==> src/hw/rtl/vwma_serial_div.sv <==
// Bit-serial restoring divider that shifts out one quotient bit per cycle.
module vwma_serial_div #(
    parameter int QUOT_BITS = 12,
    parameter int DIVR_BITS = 11
) (
    input  logic                           clk,
    input  logic                           rst_n,
    input  logic                           start,
    input  logic [QUOT_BITS+DIVR_BITS-1:0] dividend,
    input  logic [DIVR_BITS-1:0]           divisor,
    output logic                           done,
    output logic [QUOT_BITS-1:0]           quotient
);

    localparam int CNT_BITS = $clog2(QUOT_BITS + 1);

    logic [DIVR_BITS-1:0] rem_reg, rem_next;
    logic [DIVR_BITS-1:0] divr_reg, divr_next;
    logic [QUOT_BITS-1:0] sh_reg, sh_next;
    logic [CNT_BITS-1:0]  cnt_reg, cnt_next;
    logic                 busy_reg, busy_next;
    logic                 done_reg, done_next;
    logic [DIVR_BITS:0]   trial;
    logic [DIVR_BITS:0]   diff;
    logic                 fits;

    // The high part of the dividend is below the divisor, so only the
    // quotient's own bits need a step each.
    always_comb
    begin
        trial     = {rem_reg, sh_reg[QUOT_BITS-1]};
        diff      = trial - {1'b0, divr_reg};
        fits      = (trial >= {1'b0, divr_reg});
        rem_next  = rem_reg;
        divr_next = divr_reg;
        sh_next   = sh_reg;
        cnt_next  = cnt_reg;
        busy_next = busy_reg;
        done_next = 1'b0;
        if (start)
        begin
            rem_next  = dividend[QUOT_BITS+DIVR_BITS-1:QUOT_BITS];
            sh_next   = dividend[QUOT_BITS-1:0];
            divr_next = divisor;
            cnt_next  = CNT_BITS'(QUOT_BITS);
            busy_next = 1'b1;
        end
        else if (busy_reg)
        begin
            rem_next = fits ? diff[DIVR_BITS-1:0] : trial[DIVR_BITS-1:0];
            sh_next  = {sh_reg[QUOT_BITS-2:0], fits};
            cnt_next = cnt_reg - 1'b1;
            if (cnt_reg == CNT_BITS'(1))
            begin
                busy_next = 1'b0;
                done_next = 1'b1;
            end
        end
    end

    always_ff @(posedge clk or negedge rst_n)
    begin
        if (!rst_n)
        begin
            busy_reg <= 1'b0;
            done_reg <= 1'b0;
            cnt_reg  <= '0;
        end
        else
        begin
            busy_reg <= busy_next;
            done_reg <= done_next;
            cnt_reg  <= cnt_next;
        end
    end

    always_ff @(posedge clk)
    begin
        rem_reg  <= rem_next;
        divr_reg <= divr_next;
        sh_reg   <= sh_next;
    end

    assign done     = done_reg;
    assign quotient = sh_reg;

endmodule

==> config.mk <==
export PLATFORM = sky130hd
export DESIGN_NAME = vwma_serial_div
export DESIGN_NICKNAME = d
export VERILOG_FILES = /design/src/hw/rtl/vwma_serial_div.sv
export SDC_FILE = /design/constraint.sdc
export NUM_CORES = 1
export LEC_CHECK = 0
export BUFFER_PORTS_ARGS = -buffer_cell sky130_fd_sc_hd__buf_2
export CAP_MARGIN = 20
export CELL_PAD_IN_SITES_DETAIL_PLACEMENT = 0
export CELL_PAD_IN_SITES_GLOBAL_PLACEMENT = 1
export CORE_MARGIN = 3
export CORE_UTILIZATION = 40
export CTS_CLUSTER_SIZE = 28
export DETAILED_ROUTE_END_ITERATION = 8
export PLACE_DENSITY_LB_ADDON = 0.1
export SLEW_MARGIN = 5
export SYNTH_ARGS = -nofsm -noshare
export SYNTH_HDL_FRONTEND = slang
export SYNTH_SLANG_ARGS = --single-unit
==> constraint.sdc <==
create_clock -name clk -period 3.04 [get_ports clk]
set_input_delay 0.608 -clock clk [delete_from_list [all_inputs] [get_ports clk]]
set_output_delay 0.608 -clock clk [all_outputs]
set_load 0.02 [all_outputs]
==> impl_results.md, run 1 <==
* Outcome: complete, no violations
* Commonest non-fill, non-tap cell in the layout: buf_2
* # diodes at 0
* Drt wl/cell at about 14 µm
* CP required at around 3 ns
* # IOs at 50
* Die span in y at ~81 µm
* Layout Cells excl Fill at 312
* CP endpoint kind: flop
* Setup Buffers After CTS at 0
* Cell Pwr Density at between 800 and 900 mW/mm²
* Syn_area_per_cell at 11.81 µm²
* Nature of the critical path startpoint: flop
* Die W at 81.31 µm
* Arr. time, crit path at ~2.7 ns
* Rows at 26
* Final Skew at around 0.0024 ns
* Largest net degree at the start of global routing at 24
* Vias at 1548
* CTS max path bufs at 2
* Synth Area in Compound Gates at 12.02%
* Nets at 292
* Post-synth cell types at between 40 and 50
* Maxcap violations at 0
* Maximum vdd ir drop at 0.3594 mV
* Fmax at 0.3754 GHz
* HPWL after detailed placement at between 3000 and 4000 µm
* Yosys warning total at 0
* Adder-Cell Fraction of Synth Area at 8.053%
* Share of layout cells above drive strength 1 at 32.64%
* H-tree Lvls at 2
* Die ar. at 0.006611 mm²
* RSZ-0062 raised after global routing: false
* Port-buffer cells at 49
* Initial core utilization at ~43%
* Post-synthesis simple-gate area fraction at a little under an eighth
* First-pass GRT wire length at 7320 µm
* Vias per std cell at 4.962
* Tcrit/Tclk final at 87.63%
* CTS tree: done
* Critical Path Start: quotient[11]$_DFFE_PP_
* Commonest non-fill, non-tap cells in the layout: 49 x buf_2, 34 x edfxtp_1, 16 x inv_1, 14 x nor2_1
* Max reg flops at 12
* Mapped cell area at 0.002268 mm²
* Critical path type: reg -> reg
* Post-synth EDFFs at 34
* Drt pass-1 iters at 4
* Post-Syn Nets at around 240
* Detail Route Antenna Nets at 0
* GRT Residual Overflow at 0
* Reg2reg path depth at 9
* Post-Synth XOR/XNOR Area at 3.089%
* Fin Setup TNS at 0 ns
* Vias in the first global route at roughly 1600
* Reg clk slew, reported paths at 0.08 ns
* Clk_lat worst skew at about 0.29 ns
* Cells after Synth at between 150 and 200
* CTS resizes at 0
* Worst-Margin Slew at 0.5991 ns
* GRT Total Usage at roughly 15%
* Root Buffer: clkbuf_8
* Worst min-delay path category: in -> async
* Pins Over Slew Limit at 0
* Max transition margin at 60.06%
* Max FO, Critical Path at 19
* Clk sink count at 40
* P&R area growth vs syn at 18.20%
* Crit-path cells: inv_1, ha_1, fa_1, nand2b_2, a21oi_4, o21ai_2, a21o_1, and3b_1, a221o_1
* CP max stage delay at 0.40 ns
* Number of antenna violations at the first check in global routing at 0
* Endpoints failing setup at 0
* Crit-path slowest cell: fa_1
* Inst Count DP at 304
* RePlAce Congestion at 0.8378
* Final Hold Violating Endpoints at 0
* Power Total at 2.243 mW
* Total Wirelength at 4399 µm
* Leakage power at 1.183 nW
* Hold_buf cts at 0
* Main synth FF type: edfxtp_1
* Initial DRC Count at 80
* Post-layout min period at roughly 2.7 ns
* CTS buffer count at 5
* Sequential share of the synthesized area at 51.63%
* Core Area at around 0.0053 mm²
* Yosys reg bits at 40
* Post-synthesis mux area share at between 8 and 9%
* Main combinational cell family by area after synthesis: compound AO/OA/AOI/OAI gates
* Ys async rst share at 15.00%
* RR Startpoint: quotient[11]$_DFFE_PP_
* Post-route DRC at 0
worst max-delay path, delay by kind of cell (launching register included):
| family | cells | cell delay [ns] |
|---|---|---|
| flops | 1 | 0.35 |
| fa+ha+maj | 2 | 0.62 |
| compound gates | 4 | 0.87 |
| simple gates | 2 | 0.50 |
| buf+inv | 1 | 0.06 |
area by class of cell:
class                      count  area (µm²)
inverter                      16       60.06
fill                         494        2621
multi-input combinational    127       985.9
clock buffer                   7       107.6
clock inverter                 1       8.758
sequential                    40        1171
tap                           70       87.58
timing repair buffer          51       260.3
cell families (layout without fill, tap and decap cells):
family | Yosys count | in the layout
DFF | 40 | 40
xor gates and xnor gates | 8 | 8
adders and majority gates | 14 | 14
and+or+nand+nor | 49 | 49
AOI/OAI and AO/OA | 38 | 38
muxes | 18 | 18
buffers and inverters | 25 | 75
Yosys cell counts, types with 2 or more instances:
| master | instances | share of area, % |
|---|---|---|
| dfrtp_1 | 6 | 6.6 |
| a21oi_1 | 10 | 2.2 |
| inv_1 | 16 | 2.6 |
| mux2_2 | 13 | 6.5 |
| clkbuf_1 | 4 | 0.66 |
| nor2_1 | 14 | 2.3 |
| a221o_1 | 5 | 2.2 |
| mux2i_1 | 5 | 2.2 |
| o21a_1 | 2 | 0.66 |
| and3b_1 | 3 | 1.2 |
| o21ai_1 | 2 | 0.44 |
| nor3_1 | 2 | 0.44 |
| nand3b_1 | 5 | 1.7 |
| xnor2_1 | 4 | 1.5 |
| o21ai_0 | 4 | 0.88 |
| o21bai_1 | 2 | 0.66 |
| nor2b_1 | 4 | 1.1 |
| edfxtp_1 | 34 | 45 |
| buf_6 | 2 | 0.99 |
| o211ai_1 | 3 | 0.99 |
| a21o_1 | 2 | 0.66 |
| ha_1 | 13 | 7.2 |
| nand2_1 | 11 | 1.8 |
| xor2_1 | 4 | 1.5 |
metal layers:
layer | part of all wire (%) | vias to the layer above | track usage (%)
met2 | 52 | 30 | 25.41
met3 | 3.6 | 6 | 3.326
li1 | - | 796 | -
met5 | 0 | - | 0
met4 | 1.5 | 0 | 5.574
met1 | 43 | 716 | 17.56
stage by stage:
step           cell area, µm²  util, %  worst slack [ns]  hold WS, ns
5_1_grt                  2681    50.57            0.2179       0.1089
6_report                 2681    50.57            0.3762       0.1224
2_1_floorplan            2268        -            0.5346       0.3124
3_5_place_dp             2565    48.37            0.4092       0.4413
4_1_cts                  2681    50.57            0.3767       0.1160
3_3_place_gp             2565    48.37            0.4658       0.4340
where the power goes:
group | internal [mW] | switching [mW] | leakage [nW]
Sequential | 0.758 | 0.0784 | 0.421
Combinational | 0.436 | 0.544 | 0.702
Clock | 0.235 | 0.191 | 0.0596
worst paths after layout:
path / endpoint / slack (ns)
setup / recovery: rem_reg[10]$_DFFE_PP_ / 0.38
hold / removal: done$_DFF_PN0_ / 0.12
setup reg to reg: rem_reg[10]$_DFFE_PP_ / 0.38
hold reg to reg: cnt_reg[3]$_DFFE_PN0P_ / 0.54
max in group asynchronous: busy_reg$_DFF_PN0_ / 2.78
min in group clk: divr_reg[5]$_DFFE_PP_ / 0.49
Note: power is estimated with default switching activity, not from simulation.
==> inputs of run 2 (changes only) <==
GPL_TIMING_DRIVEN = 0   (was unset)
==> run 2 against run 1 <==
  * Count of clock-buffer cells in the layout fell by 1
  * Hold slack improved by 0.0034 ns
  * Die area did not move
  * Clock power fell by 20%
  * Global-route usage rose by 0.72 points
  * Critical path depth rose by 1
  * Design area rose by 0.14%
  * Core utilization rose by 0.071 points
  * Clock skew rose by 0.0013 ns
  * Largest power group unchanged
==> impl_results.md, run 2 (synthesis gave the netlist of run 1 again) <==
* Outcome: complete, no violations
* Inst Count DP at 311 (+2.3%)
* Vias in the first global route at 1583 (+1.3%)
* Tcrit/Tclk final at 82.79% (-4.8 points)
* CP required at 3.08 ns (about the same)
* Commonest non-fill, non-tap cell in the layout: buf_2
* Layout Utilization at 50.64% (+0.071 points)
* Layout Cells excl Fill at 319 (+2.2%)
* Critical path type: reg -> reg
* Final WS setup at 0.5232 ns (+0.1470 ns)
* Reg2reg path depth at 10 (+1)
* Rows at 26 (unchanged)
* Pins Over Slew Limit at 0 (unchanged)
* Leakage power at 1.179 nW (-0.36%)
* Post-layout min period at 2.517 ns (-0.1470 ns)
* Largest net degree at the start of global routing at 24 (unchanged)
* Core Area at 0.005303 mm² (unchanged)
* HPWL after detailed placement at 3419 µm (+2.9%)
* Root Buffer: clkbuf_8
* H-tree Lvls at 2 (unchanged)
* # IOs at 50 (unchanged)
* Max FO, Critical Path at 10 (-9)
* Setup Buffers After CTS at 0 (unchanged)
* RSZ-0062 raised after global routing: false
* # diodes at 0 (unchanged)
* Initial DRC Count at 70 (-13%)
* Max transition margin at 64.11% (+4.1 points)
* Reg clk slew, reported paths at 0.08 ns (about the same)
* Share of layout cells above drive strength 1 at 31.73% (-0.92 points)
* Final Skew at 0.003699 ns (+0.001294 ns)
* Port-buffer cells at 49 (unchanged)
* Number of antenna violations at the first check in global routing at 0 (unchanged)
* Max reg flops at 12 (unchanged)
* Worst-Margin Slew at 0.5383 ns (-0.06081 ns)
* Drt pass-1 iters at 4 (unchanged)
* Clk_lat worst skew at 0.29 ns (about the same)
* Endpoints failing setup at 0 (unchanged)
* Power Total at 2.233 mW (-0.44%)
* Fin area at 0.002685 mm² (+0.14%)
* Hold Slack at 0.1258 ns (+0.003435 ns)
* Nature of the critical path startpoint: flop
* FF-to-FF End: rem_reg[5]$_DFFE_PP_
* P&R area growth vs syn at 18.37%
* Final Hold Violating Endpoints at 0 (unchanged)
* CP endpoint kind: flop
* GRT Total Usage at 15.37% (+0.72 points)
* Maximum vdd ir drop at 0.3231 mV (-10%)
* Detail Route Antenna Nets at 0 (unchanged)
* Die ar. at 0.006611 mm² (unchanged)
* Total Wirelength at 4576 µm (+4.0%)
* Die span in y at 81.31 µm (unchanged)
* Post-placement cell area at 0.002601 mm² (+1.4%)
* Worst min-delay path category: in -> async
* Nets at 299 (+2.4%)
* Reg-to-reg slack, setup at 0.52 ns (+0.15 ns)
* Post-route DRC at 0 (unchanged)
* Clk sink count at 40 (unchanged)
* Pre-CTS setup slack at 0.4956 ns (+0.08646 ns)
* GRT Residual Overflow at 0 (unchanged)
* Arr. time, crit path at 2.55 ns (-0.16 ns)
* Initial core utilization at 42.78% (unchanged)
* CTS buffer count at 5 (unchanged)
* CTS tree: done
* Vias per std cell at 4.984 (+0.46%)
* CTS max path bufs at 2 (unchanged)
* Fin Setup TNS at 0 ns (unchanged)
* Maxcap violations at 0 (unchanged)
* CTS resizes at 0 (unchanged)
* Drt wl/cell at 14.34 µm (+1.7%)
* Commonest non-fill, non-tap cells in the layout: 50 x buf_2, 34 x edfxtp_1, 16 x inv_1, 14 x nor2_1
* Hold_buf cts at 0 (unchanged)
* Vias at 1590 (+2.7%)
* Cell Pwr Density at 831.7 mW/mm² (-0.58%)
* Die W at 81.31 µm (unchanged)
* Fmax at 0.3973 GHz (+5.8%)
* First-pass GRT wire length at 7562 µm (+3.3%)
* RePlAce Congestion at 0.7659 (-8.6%)
* RR Startpoint: quotient[11]$_DFFE_PP_
==> run 2: final cells by class <==
cell class / count / area (µm²)
fillers: 495 / 2618
flip-flops and latches: 40 / 1171
multi-input cells: 127 / 985.9
repair buffers: 49 / 245.2
well taps: 70 / 87.58
clock buffers: 6 / 72.57
inverters: 16 / 60.06
plain buffers: 9 / 51.30
clock inverters: 2 / 11.26
==> run 2: metal layers <==
metal | up-vias | GRT usage, % | routed length, µm
li1 | 811 | - | -
met1 | 738 | 20.32 | 2098
met2 | 31 | 24.19 | 2197
met3 | 10 | 3.437 | 175
met4 | 0 | 6.419 | 105
met5 | - | 0 | 0
==> run 2: worst max-delay path, cell delays in order (launching register included) <==
cell and delay, ns:
edfxtp_1 0.34, inv_1 0.06, ha_1 0.22, fa_1 0.40
nand2b_2 0.22, a21oi_4 0.20, o21ai_2 0.09, a21o_1 0.16
buf_6 0.14, and3b_1 0.17, a221o_1 0.26
==> run 2: how the worst max path moves through the flow <==
| stage | from | to | cells past startpoint |
|---|---|---|---|
| 2_1_floorplan | quotient[11]$_DFFE_PP_ | rem_reg[10]$_DFFE_PP_ | 10 |
| 3_3_place_gp | start | rem_reg[1]$_DFFE_PP_ | 4 |
| 3_5_place_dp | start | quotient[7]$_DFFE_PP_ | 4 |
| 4_1_cts | quotient[11]$_DFFE_PP_ | rem_reg[5]$_DFFE_PP_ | 10 |
| 5_1_grt | quotient[11]$_DFFE_PP_ | rem_reg[10]$_DFFE_PP_ | 10 |
| 6_report | quotient[11]$_DFFE_PP_ | rem_reg[5]$_DFFE_PP_ | 10 |
==> run 2: power breakdown <==
part | internal (mW) | switching [mW] | total (mW)
clock network | 0.159 | 0.183 | 0.342
registers | 0.758 | 0.0747 | 0.833
logic | 0.490 | 0.569 | 1.06
total | 1.41 | 0.826 | 2.23
==> inputs of run 3 (changes only) <==
CORE_UTILIZATION = 38   (was 40)
clock period = 2.25 ns   (was 3.04 ns; I/O delays follow)
==> run 3 against run 2 <==
  * The flow now finishes with violations (negative setup slack)
  * Count of clock-buffer cells in the layout grew 1
  * Clock power grew 72%
  * First-iteration DRC count shrank 13%
  * Cell count grew 2.2%
  * Sequential cell count is the same
  * Critical path depth shrank 1
  * Power grew 46%
  * Largest power group unchanged
==> impl_results.md, run 3 (synthesis gave the netlist of run 1 again) <==
* Maximum vdd ir drop at 0.5607 mV (+74%)
* Outcome: finished with violations
* Reg clk slew, reported paths at 0.08 ns (about the same)
* Root Buffer: clkbuf_8
* HPWL after detailed placement at 3419 µm (unchanged)
* Post-layout min period at 2.320 ns (-0.1965 ns)
* Pins Over Slew Limit at 0 (unchanged)
* Failing checks: negative setup slack
* Total Wirelength at 4713 µm (+3.0%)
* Critical path type: reg -> reg
* Clock network fraction of total power at 18.1% (+2.8 points)
* Arr. time, crit path at 2.37 ns (-0.18 ns)
* CP Buf/Inv Count at 1 (-1)
* RSZ-0062 raised after global routing: true
* Combinational Power Share at 47.3% (about the same)
* Post-route DRC at 0 (unchanged)
* CTS buffer count at 5 (unchanged)
* Final WS setup at -0.07038 ns (-0.5935 ns)
* Vias in the first global route at 1681 (+6.2%)
* Endpoints failing setup at 7 (+7)
* CTS max path bufs at 2 (unchanged)
* CP required at 2.30 ns (-0.78 ns)
* Worst-Margin Slew at 0.5622 ns (+0.02384 ns)
* Hold path depth at 1
* P_sw at 1.186 mW (+44%)
* CP top delay family: compound AO/OA/AOI/OAI gates
* Die ar. at 0.006932 mm² (+4.9%)
* Core Area at 0.005642 mm² (+6.4%)
* Port-buffer cells at 49 (unchanged)
* Vias at 1598 (+0.50%)
* Final Skew at 0.009893 ns (+0.006194 ns)
* Die W at 83.26 µm (+2.4%)
* Hold Slack at 0.3209 ns (+0.1951 ns)
* Drt wl/cell at 14.46 µm (+0.78%)
* Worst min-delay path category: in -> reg
* Largest net degree at the start of global routing at 24 (unchanged)
* CP max stage delay at 0.42 ns (+0.02 ns)
* Cell-internal power at 2.073 mW (+47%)
* # IOs at 50 (unchanged)
* Vias per std cell at 4.902 (-1.7%)
* CP endpoint kind: flop
* Max reg flops at 12 (unchanged)
* Crit-path cells: ha_4, fa_2, nand2b_4, a21oi_4, o21ai_2, a21o_1, buf_6, and3b_1, a221o_1
* Maxcap violations at 0 (unchanged)
* Nature of the critical path startpoint: flop
* GRT Total Usage at 14.24% (-1.1 points)
* Share of layout cells above drive strength 1 at 35.43% (+3.7 points)
* Switching portion of total power at 36.40% (-0.60 points)
* Rows at 27 (+3.8%)
* FILL cells at 532 (+7.5%)
* Clk_lat worst skew at 0.30 ns (about the same)
* Fmax at 0.4310 GHz (+8.5%)
* Reg2reg path depth at 9 (-1)
* Initial core utilization at 40.21% (-2.6 points)
* Final Hold Violating Endpoints at 0 (unchanged)
* Die span in y at 83.26 µm (+2.4%)
* Max FO, Critical Path at 5 (-5)
* First-pass GRT wire length at 7879 µm (+4.2%)
* Commonest non-fill, non-tap cells in the layout: 50 x buf_2, 34 x edfxtp_1, 15 x inv_1, 14 x nor2_1, 13 x mux2_2
* H-tree Lvls at 2 (unchanged)
* Crit-path slowest cell: edfxtp_1
* Layout Utilization at 49.41% (-1.2 points)
* CTS tree: done
* Flop pwr share at 34.6% (-2.7 points)
* # diodes at 0 (unchanged)
* Clk sink count at 40 (unchanged)
* Detail Route Antenna Nets at 0 (unchanged)
* Initial DRC Count at 61 (-13%)
* Nets at 304 (+1.7%)
* Leakage power at 1.227 nW (+4.1%)
* Commonest non-fill, non-tap cell in the layout: buf_2
* RePlAce Congestion at 0.7704 (+0.59%)
* Fin Setup TNS at -0.3180 ns (-0.3180 ns)
* GRT Residual Overflow at 0 (unchanged)
* Tcrit/Tclk final at 103.1% (+20 points)
* Cell Pwr Density at 1169 mW/mm² (+41%)
* WP depth at 9 (-1)
* Pre-CTS setup slack at -0.1559 ns (-0.6515 ns)
* Number of antenna violations at the first check in global routing at 0 (unchanged)
* Max transition margin at 62.52% (-1.6 points)
* Drt pass-1 iters at 6 (+2)
* P&R area growth vs syn at 22.89%
==> run 3: cell count changes in the layout (fill, tap and decap cells not counted), sizes merged <==
cell / delta
buf: +3
clkbuf: +2
clkinvlp: -1
dlygate4sd3: +1
==> run 3: worst paths after layout <==
path                            slack, ns                   start                endpoint
worst max-delay path                -0.07   divr_reg[0]$_DFFE_PP_   rem_reg[10]$_DFFE_PP_
worst min-delay path                 0.32              divisor[0]   divr_reg[0]$_DFFE_PP_
worst max register to register      -0.07   divr_reg[0]$_DFFE_PP_   rem_reg[10]$_DFFE_PP_
worst min register to register       0.55  cnt_reg[3]$_DFFE_PN0P_  cnt_reg[3]$_DFFE_PN0P_
max in group asynchronous            1.60                   rst_n  cnt_reg[1]$_DFFE_PN0P_
min in group asynchronous            0.50                   rst_n  cnt_reg[0]$_DFFE_PN0P_
==> run 3: layout make-up <==
type / instances / area (µm²) / area share (%)
clock buffer: 7 / 107.6 / 3.860
tap: 72 / 90.09 / 3.232
timing repair buffer: 54 / 285.3 / 10.23
inverter: 16 / 60.06 / 2.154
sequential: 40 / 1171 / 42.01
multi-input combinational: 127 / 1013 / 36.36
buffer: 9 / 51.30 / 1.840
clock inverter: 1 / 8.758 / 0.3142
==> run 3: power groups by stage <==
| stage | Clock [mW] | Combinational, mW | Sequential, mW |
|---|---|---|---|
| after global routing | 0.636 | 1.72 | 1.15 |
| after CTS | 0.605 | 1.53 | 1.13 |
| final | 0.589 | 1.54 | 1.13 |
| after global placement | 0 | 1.46 | 1.15 |
| after detailed placement | 0 | 1.46 | 1.14 |
| after floorplan | 0 | 1.10 | 1.16 |
==> run 3: worst register-to-register path: cells and delay by family (launching register included) <==
kind	cells	cell delay (ns)
fa+ha+maj	2	0.53
simple gates	2	0.32
compound gates	4	0.67
flops	1	0.42
buf+inv	1	0.14
==> run 3: timing repair <==
action                                  CTS  global route
endpoints found under the hold margin     6             0
setup buffers                             2             1
gates resized for setup                   3             2
gates cloned                              1             0
endpoints found under the setup margin   11            11
pin swaps                                 2             1
hold buffers                              1             0
==> run 3: layer usage <==
metal	vias to the layer above	track usage [%]	wire length, µm
met2	30	22.89	2177
met5	-	0	0
li1	825	-	-
met1	737	18.55	2279
met4	0	5.349	73
met3	6	3.472	183
==> run 3: through the flow <==
step	cells	power [mW]	cell area [µm²]
2_1_floorplan	192	2.261	2282
3_3_place_gp	313	2.610	2618
3_5_place_dp	313	2.606	2618
4_1_cts	325	3.269	2778
5_1_grt	326	3.511	2788
6_report	326	3.260	2788
